==> src/scha_pkg.sv <==
`timescale 1ns / 1ps
package scha_pkg;

    localparam int NUM_CLASSES = 16;
    localparam logic [4:0] NO_CLASS = 5'd16;
    // page size, a power of two so page index and offset are bit fields
    localparam int PAGE_BYTES = 4096;

    typedef enum logic [1:0] {
        CMD_ALLOC = 2'd0,
        CMD_FREE  = 2'd1,
        CMD_QUERY = 2'd2,
        CMD_CLEAR = 2'd3
    } t_cmd;

    typedef enum logic [2:0] {
        ST_OK       = 3'd0,
        ST_TOO_BIG  = 3'd1,
        ST_NO_PAGES = 3'd2,
        ST_LEAKED   = 3'd3,
        ST_NULL     = 3'd4
    } t_status;

    localparam int CFG_HEAP_BASE = 0;
    localparam int CFG_MAX_PAGES = 1;

    // classified command passed from front to back
    typedef struct packed {
        t_cmd        cmd;
        logic [16:0] aligned;
        logic [4:0]  cls;
        logic [31:0] addr;
    } t_item;

    function automatic logic [9:0] class_bytes(input logic [3:0] c);
        logic [9:0] b;
        begin
            unique case (c)
                4'd0:  b = 10'd16;
                4'd1:  b = 10'd24;
                4'd2:  b = 10'd32;
                4'd3:  b = 10'd40;
                4'd4:  b = 10'd48;
                4'd5:  b = 10'd64;
                4'd6:  b = 10'd80;
                4'd7:  b = 10'd96;
                4'd8:  b = 10'd112;
                4'd9:  b = 10'd128;
                4'd10: b = 10'd160;
                4'd11: b = 10'd192;
                4'd12: b = 10'd224;
                4'd13: b = 10'd256;
                4'd14: b = 10'd320;
                default: b = 10'd512;
            endcase
            return b;
        end
    endfunction

    // first class that holds the size, NO_CLASS if none
    function automatic logic [4:0] find_class(input logic [16:0] sz);
        logic [4:0] r;
        begin
            r = NO_CLASS;
            for (int i = NUM_CLASSES - 1; i >= 0; i--) begin
                if (sz <= {7'd0, class_bytes(4'(i))}) r = 5'(i);
            end
            return r;
        end
    endfunction

    function automatic logic [31:0] sat_add(input logic [31:0] a, input logic [31:0] b);
        logic [32:0] s;
        begin
            s = {1'b0, a} + {1'b0, b};
            return s[32] ? 32'hFFFF_FFFF : s[31:0];
        end
    endfunction

endpackage

==> src/scha_front.sv <==
`timescale 1ns / 1ps
// accepts commands, aligns sizes, picks the class, queues for the back end
module scha_front
    import scha_pkg::*;
(
    input  logic        i_clk,
    input  logic        i_rst_n,
    input  logic        i_start,
    output logic        o_busy,
    input  logic [1:0]  i_cmd,
    input  logic [15:0] i_req_size,
    input  logic [31:0] i_addr,
    input  logic [15:0] i_obj_size,
    output logic        o_valid,
    output t_item       o_item,
    input  logic        i_pop
);
    // two-entry queue
    t_item      r_q [2];
    logic [1:0] r_cnt, n_cnt;
    logic       r_wp, r_rp;
    logic       push;
    t_item      item;
    logic [16:0] al;

    assign o_busy  = (r_cnt == 2'd2);
    assign push    = i_start && !o_busy;
    assign o_valid = (r_cnt != 2'd0);
    assign o_item  = r_q[r_rp];

    always_comb begin
        al = ({1'b0, i_req_size} + 17'd7) & ~17'd7;
        item.cmd     = t_cmd'(i_cmd);
        item.addr    = i_addr;
        item.aligned = al;
        if (t_cmd'(i_cmd) == CMD_FREE) item.cls = find_class({1'b0, i_obj_size});
        else item.cls = find_class(al);
        n_cnt = r_cnt + {1'b0, push} - {1'b0, i_pop};
    end

    always_ff @(posedge i_clk) begin
        if (!i_rst_n) begin
            r_cnt <= '0;
            r_wp  <= 1'b0;
            r_rp  <= 1'b0;
        end else begin
            r_cnt <= n_cnt;
            if (push) r_wp <= !r_wp;
            if (i_pop) r_rp <= !r_rp;
        end
        if (push) r_q[r_wp] <= item;
    end
endmodule

==> config.mk <==
export PLATFORM = sky130hd
export DESIGN_NAME = scha_front
export DESIGN_NICKNAME = d
export VERILOG_FILES = /design/src/scha_pkg.sv /design/src/scha_front.sv
export SDC_FILE = /design/constraint.sdc
export NUM_CORES = 1
export LEC_CHECK = 0
export ABC_AREA = 1
export BUFFER_PORTS_ARGS = -buffer_cell sky130_fd_sc_hd__buf_2
export CORE_UTILIZATION = 25
export DETAILED_ROUTE_END_ITERATION = 10
export GPL_TIMING_DRIVEN = 0
export SLEW_MARGIN = 20
export SYNTH_ARGS = -nofsm -noshare
export SYNTH_HDL_FRONTEND = slang
export SYNTH_SLANG_ARGS = --single-unit
==> constraint.sdc <==
create_clock -name i_clk -period 3.3 [get_ports i_clk]
set_input_delay 0.165 -clock i_clk [delete_from_list [all_inputs] [get_ports i_clk]]
set_output_delay 0.165 -clock i_clk [all_outputs]
set_load 0.005 [all_outputs]
# == After elaboration in Yosys (flattened, before gate mapping) ==
# Memories as Yosys holds them, arrays and structs flattened. A register that Yosys moved wholly into a read port is not among the register bits.
# Index checks and enable logic that the tools add are counted.
# word_totals
input_bits,70
n_memories,1
ff_bits,4
latchBits,0
word_cells,115
romBits,0
output_inout_bits,58
ram_bits,106
# classes
eq_ne,2
n_mux,69
div,0
addsub,3
n_reduce_logical,5
magnitude_cmp,32
n_shift,0
bitwise_logic,0
n_mul,0
# memory_table
memory,depth,word_bits,read_ports,rd_ports_with_merged_regs,write_ports,line_no,source
r_q,2,53,1,1,1,scha_front.sv:19,t_item r_q [2];
# op_table
op,n
$mux 10,32
$le 17x10->1,16
$le 16x10->1,16
$mux 5,33
$add 16x3->17 const B,1
$mux 1,4
$logic_not 1->1,3
$add 2x1->2,1
$eq 2x1->1 const B,1
$eq 2x2->1 const B,1
$reduce_bool 2->1,1
$sub 2x1->2,1
$logic_and 1x1->1,1

# == Depth between registers and ports, before layout ==
# Gate-level depths: netlist of run 1.
# depth
depth_word,20
ltp_mapped,23

# == Least setup slack after synthesis of run 1 ==
# No wires, ideal clock.
# synth_path
kind,reg-to-reg
start,register r_cnt[1]
end,"memory r_q[0][0] (netlist name), enable pin"
period_less_slack_ps,3254
path_stages_with_launch,4
arrival_time_ps,2790
path_slack_ps,46
setup_ps,464
path_buffers,0
cell_sequence,dfxtp_1 > inv_1 > o21ai_0 > nor2_1
# synth_between
elab_chain_len,5
# synth_rtl
element,line_no,source
from (decl),scha_front.sv:20,"logic [1:0] r_cnt, n_cnt;"
from (signal assigned),scha_front.sv:47,r_cnt <= n_cnt;
$eq 2x2->1,scha_front.sv:26,assign o_busy = (r_cnt == 2'd2);
$logic_not 1->1,scha_front.sv:27,assign push = i_start && !o_busy;
$logic_and 1x1->1,scha_front.sv:27,
$mux 1,scha_front.sv:51,if (push) r_q[r_wp] <= item;
$mux 1 (not written as such),scha_front.sv:51,
to (decl),scha_front.sv:19,
# No other way between the ends.

==> impl_metrics.json, run 1 <==
{
  "outcome": "finished clean",
  "drt-initial-drc-count": 248,
  "cpPeakStageDelay_ns": 0.58,
  "worst-r2r-cell-count": 8,
  "post-place-ws_ns": 0.803,
  "powerDensity_mw_per_mm2": 461,
  "grt_overflow": 0,
  "htreeDepth": 3,
  "min_period_ns": 2.31,
  "drcViolationCount": 0,
  "final-setup-viol-count": 0,
  "synth_seq_cells": 111,
  "synth_cells": 545,
  "hold_class": "in -> reg",
  "peakVddDrop_v": 0.000206,
  "grt_pass1_wl_um": 21400,
  "synth_edf_count": 106,
  "required_ns": 3.13,
  "timing.fmax_mhz": 434,
  "die_h_um": 153,
  "maxCapViolCount": 0,
  "ys_top_cells_by_area": "edfxtp_1 (56%), mux2_2 (10%), nand2_1 (6.4%), inv_1 (4.8%), nor2_1 (3.6%)",
  "grt_max_degree": 25,
  "nets": 784,
  "io_pins": 128,
  "worst_setup_path_end_kind": "output pin",
  "synth-async-reset-ratio": 0,
  "num_antenna_cells": 0,
  "relSlewSlack": 0.403,
  "drive_above_1_share": 0.343,
  "via_per_inst": 4.31,
  "setup-tns-final_ns": 0,
  "cts-resized-gates": 0,
  "synth.top_cell.area_share": 0.555,
  "syn2layout_area_growth_pct": 28.8,
  "antenna_found_initial": 0,
  "cts_buffers": 9,
  "postRouteAntennaNets": 0,
  "track_usage": 0.116,
  "cp_data_arrival_time_ns": 2.14,
  "die_area_mm2": 0.0235,
  "hold_depth": 1,
  "dpl.hpwl_um": 10100,
  "whs_ns": 0.0180,
  "critPathLaunchType": "register",
  "avgRoutedWirePerCell_um": 13.4,
  "synth_commonest_cells": "edfxtp_1 (106), nand2_1 (97), inv_1 (73), nor2_1 (55), mux2_2 (53)",
  "worst_skew_pair.late_latency_ns": 0.35,
  "clk_pin_slew_worst_paths_ns": 0.07,
  "grt_pass1_vias": 4286,
  "path_class": "reg -> out",
  "drt-total-wl_um": 13400,
  "cp_slowest_cell": "buf_1",
  "numPortBuffers": 124,
  "fin_crit_sh": 0.699,
  "hold_viol": 0,
  "postSynth.topFlopCell": "edfxtp_1",
  "die-width_um": 153,
  "yosys.area.top_type": "edfxtp_1",
  "routabilityCongestion": 0.856,
  "setup_ws_ns": 0.995,
  "critPathMaxFanout": 10,
  "path_cells": "clkbuf_1 > buf_1 > mux2_2 > buf_2",
  "fp.coreArea_mm2": 0.0226,
  "power_leakage_nw": 3.05,
  "place_area_mm2": 0.00683,
  "route.vias.total": 4314,
  "synth.most_common_cell": "edfxtp_1",
  "yosysWarnings": 0,
  "syn_area_per_cell_um2": 10.5,
  "cts_setup_buffers": 0,
  "maxSlewViolCount": 0,
  "synth_area_mm2": 0.00573,
  "cts.sinks": 111,
  "first_pass_iters": 4,
  "start_util": 0.254,
  "ctsRootBufferMaster": "clkbuf_16",
  "fin_worst_skew_ns": 0.0146,
  "post_synth_num_cell_types": 46,
  "tritoncts": "done",
  "clockBufferDepth": 2,
  "rows": 55,
  "final_area_mm2": 0.00738,
  "ys_seq_area_frac": 0.573,
  "rsz0062_at_grt": "false",
  "tightest_slew_ns": 0.886,
  "cts_hold_buffers": 25
}
-- metal layers --
metal,part of all wire,up-vias,global-route usage
met4,0.016,0,0.0452
li1,-,2190,-
met1,0.44,1994,0.135
met2,0.50,113,0.207
met5,0,-,0
met3,0.049,17,0.0247
-- state kept, by name, summed over array words and instances (netlist names), named ones only --
register and count:
r_rp 1, r_cnt 2, r_q 106, r_wp 1
-- cells by family (layout without fill, tap and decap cells) --
group           count (synthesis)  count (layout)  share of synthesized area
other cells                     1               3                   0.000654
mux                            53              53                      0.104
xor+xnor                        2               2                    0.00306
flops                         111             111                      0.573
buf+inv                        90             260                     0.0627
simple gates                  235             235                      0.199
compound gates                 51              51                     0.0528
fa+ha+maj                       2               2                    0.00437
-- placed cells by master (no fill, tap or decap), types with 3 or more instances in the layout --
cell type      synthesis  layout
nor3_1                 6       6
edfxtp_1             106     106
a21oi_1               10      10
buf_2                  0     124
clkbuf_16              0       9
dfxtp_1                5       5
nor2_2                 3       3
nand4_1               11      11
nand2_2               16      16
o21ai_1                4       4
nand2_1               97      97
mux2_2                53      53
nand2_4                6       6
o31ai_1                5       5
nand3_1               25      25
nand3_2                4       4
inv_2                  4       4
inv_1                 73      73
nor2_1                55      53
buf_1                  5       5
dlygate4sd3_1          0      26
nor2_4                 1       3
clkinv_1               2       3
conb_1                 1       3
o21ai_0               21      21
buf_4                  3       3
-- worst max-delay path, delay by kind of cell (launching register included) --
kind | cells | cell delay, ns
buffers and inverters | 3 | 1.09
flip-flops | 1 | 0.31
multiplexers | 1 | 0.41
-- final timing paths --
path                                 start    endpoint  slack (ns)
worst min-delay path            i_addr[16]  r_q[0][16]        0.02
worst max register to register    r_cnt[1]    r_cnt[1]        1.27
worst max-delay path              register  o_item[32]        0.99
worst min register to register    r_cnt[1]    r_cnt[1]        0.50
-- through the flow --
| stage | util | std cells | power (mW) |
|---|---|---|---|
| 3_5_place_dp | 0.302 | 960 | 2.34 |
| 3_3_place_gp | 0.298 | 956 | 2.30 |
| 5_1_grt | 0.327 | 1002 | 3.57 |
| 2_1_floorplan | - | 547 | 2.06 |
| 6_report | 0.327 | 1002 | 3.40 |
| 4_1_cts | 0.327 | 1001 | 3.46 |
-- cell type report --
type,instances,area [um2]
Buffer,10,56.3
Clock buffer,10,229
Clock inverter,6,67.6
Fill cell,2349,15200
Inverter,80,303
Multi-Input combinational cell,346,2110
Sequential cell,111,3280
Tap cell,285,357
Timing Repair Buffer,154,976
-- power by group --
| part | internal [mW] | switching [mW] | leakage (nW) |
|---|---|---|---|
| combinational | 0.265 | 0.329 | 1.88 |
| sequential | 1.70 | 0.0279 | 1.03 |
| clock | 0.594 | 0.487 | 0.141 |
(Power assumes the default switching activity.)
==> inputs of run 2 (changes only) <==
Settings changed: ABC_AREA 1 to 0.
Clock period 3.3 ns to 2.35 ns, I/O delays scaled along.
==> run 2 against run 1 <==
Compared with the run above: via count shrank 10%; critical path type is now in -> reg; setup slack worse by 0.81 ns; final cell count decreased by 16%; combinational power increased by 73%; sequential cell count unchanged; wire length fell by 8.1%; sequential power is 46% higher; power increased by 45%; hold slack better by 0.037 ns.
==> impl_metrics.json, run 2 <==
{
  "outcome": "finished clean",
  "worst_setup_path_end_kind": "register",
  "io_pins": 128,
  "ys_top_cells_by_area": "edfxtp_1 (59%), mux2_2 (11%), dfxtp_1 (1.9%), xnor2_1 (1.6%), nand2_1 (1.3%)",
  "dpl.hpwl_um": 8900,
  "postSynth.topFlopCell": "edfxtp_1",
  "rsz0062_at_grt": "false",
  "timing.fmax_mhz": 463,
  "synth-async-reset-ratio": 0,
  "avgRoutedWirePerCell_um": 14.7,
  "die_h_um": 148,
  "clk_pin_slew_worst_paths_ns": 0.07,
  "first_pass_iters": 5,
  "post_synth_num_cell_types": 68,
  "grt_pass1_vias": 3800,
  "min_period_ns": 2.16,
  "tightest_slew_ns": 0.894,
  "via_per_inst": 4.62,
  "cp_data_arrival_time_ns": 2.23,
  "start_util": 0.255,
  "final_area_mm2": 0.00702,
  "syn2layout_area_growth_pct": 31.0,
  "cts_setup_buffers": 0,
  "synth_cells": 391,
  "drt-initial-drc-count": 171,
  "nets": 635,
  "ctsRootBufferMaster": "clkbuf_16",
  "numPortBuffers": 122,
  "antenna_found_initial": 0,
  "fp.coreArea_mm2": 0.0210,
  "final_cell_mix": "buf_2 (122), edfxtp_1 (106), mux2_2 (53)",
  "num_antenna_cells": 0,
  "ys_seq_area_frac": 0.612,
  "instances_no_fill": 840,
  "htreeDepth": 3,
  "drive_above_1_share": 0.395,
  "grt_pass1_wl_um": 19400,
  "path_class": "in -> reg",
  "cts.sinks": 111,
  "routabilityCongestion": 0.878,
  "critPathMaxFanout": 6,
  "largest_register_ffs": 106,
  "synth_seq_cells": 111,
  "final-setup-viol-count": 0,
  "track_usage": 0.113,
  "maxCapViolCount": 0,
  "drt-total-wl_um": 12400,
  "maxSlewViolCount": 0,
  "postRouteAntennaNets": 0,
  "fin_worst_skew_ns": 0.00975,
  "relSlewSlack": 0.399,
  "required_ns": 2.42,
  "syn_area_per_cell_um2": 13.7,
  "power_leakage_nw": 2.54,
  "synth_area_mm2": 0.00536,
  "synth_edf_count": 106,
  "drcViolationCount": 0,
  "fillCellCount": 2088,
  "powerDensity_mw_per_mm2": 701,
  "worst_skew_pair.late_latency_ns": 0.34,
  "tritoncts": "done",
  "top_register": "r_q",
  "route.vias.total": 3882,
  "place_area_mm2": 0.00641,
  "final_common_cell": "buf_2",
  "cts_buffers": 9,
  "final_util": 0.334,
  "die-width_um": 148,
  "hold_class": "in -> reg",
  "fin_crit_sh": 0.919,
  "synth.most_common_cell": "edfxtp_1",
  "reg.largest.list": "r_q (106), r_cnt (2)",
  "yosysWarnings": 0,
  "grt_overflow": 0,
  "power_mw": 4.92,
  "rows": 53,
  "die_area_mm2": 0.0220,
  "grt_max_degree": 33,
  "clockBufferDepth": 2,
  "peakVddDrop_v": 0.000312,
  "synth_commonest_cells": "edfxtp_1 (106), mux2_2 (53), nand2_1 (19), nor2_1 (13), o21ai_0 (12)",
  "synth.top_cell.area_share": 0.594,
  "critPathLaunchType": "primary input",
  "dp.cells": 793,
  "hold_viol": 0,
  "yosys.area.top_type": "edfxtp_1"
}
[run 2: changes by cell type after synthesis, sizes merged, moves of 5 or more]
| cell | before | now |
|---|---|---|
| nor2 | 61 | 13 |
| and2 | 1 | 6 |
| xnor2 | 1 | 10 |
| o21ai | 26 | 15 |
| inv | 78 | 8 |
| or3 | 0 | 7 |
| or4 | 0 | 8 |
| nand4 | 11 | 3 |
| nand2 | 119 | 19 |
| nand3 | 29 | 8 |
| clkbuf | 1 | 12 |
| nand2b | 0 | 5 |
[run 2: repair_timing]
item	4_1_cts	5_1_grt
gates cloned	0	0
gates resized for setup	2	4
hold endpoints to repair	68	0
setup endpoints to repair	10	40
hold buffers	34	0
[run 2: path summary, 6_finish.rpt]
path / endpoint / startpoint / slack [ns] / depth (start not counted)
worst max-delay path: r_q[0][33] / i_req_size[14] / 0.19 / 7
worst min-delay path: r_wp / i_rst_n / 0.06 / 2
worst max register to register: r_q[0][49] / r_cnt[0] / 0.72 / 4
worst min register to register: r_rp / r_rp / 0.59 / 2
[run 2: kinds of logic after synthesis]
group | count (synthesis) | share of synthesized area
buffers and inverters | 29 | 0.0233
adders and majority gates | 2 | 0.00467
AOI/OAI and AO/OA | 72 | 0.100
muxes | 56 | 0.117
and+or+nand+nor | 106 | 0.119
other | 1 | 0.000699
DFF | 111 | 0.612
xor gates and xnor gates | 14 | 0.0229
[run 2: final cells by class]
cell class | instances | area (um2) | share of cell area
plain buffers | 21 | 108 | 0.0153
clock buffers | 9 | 225 | 0.0321
clock inverters | 4 | 33.8 | 0.00481
inverters | 8 | 30.0 | 0.00428
multi-input cells | 253 | 1970 | 0.281
flip-flops and latches | 111 | 3280 | 0.467
well taps | 275 | 344 | 0.0490
repair buffers | 159 | 1030 | 0.146
[run 2: metrics by stage]
stage	hold slack, ns	setup TNS, ns	setup WS (ns)
detailed placement	0.309	-0.952	-0.169
floorplan	0.216	0	0.168
global placement	0.305	-37.79	-0.696
CTS	0.0392	0	0.0299
global route	0.0396	0	0.00303
finish	0.0555	0	0.190
[run 2: per-layer routing]
metal	vias up	wire, um	track usage
li1	1867	-	-
met4	0	188	0.0402
met3	12	680	0.0202
met5	-	0	0
met2	151	6100	0.196
met1	1852	5380	0.140
[run 2: worst max-delay path, cell delays in order]
cell       delay (ns)
buf_2            0.12
or4_4            0.59
or2_1            0.37
a2111oi_1        0.43
o211ai_1         0.22
a41oi_1          0.25
o211ai_1         0.14
[run 2: power breakdown]
part	switching [mW]	leakage [nW]	total, mW	internal [mW]
Combinational	0.526	1.38	1.03	0.500
Sequential	0.0569	1.03	2.53	2.48
Clock	0.654	0.124	1.36	0.711
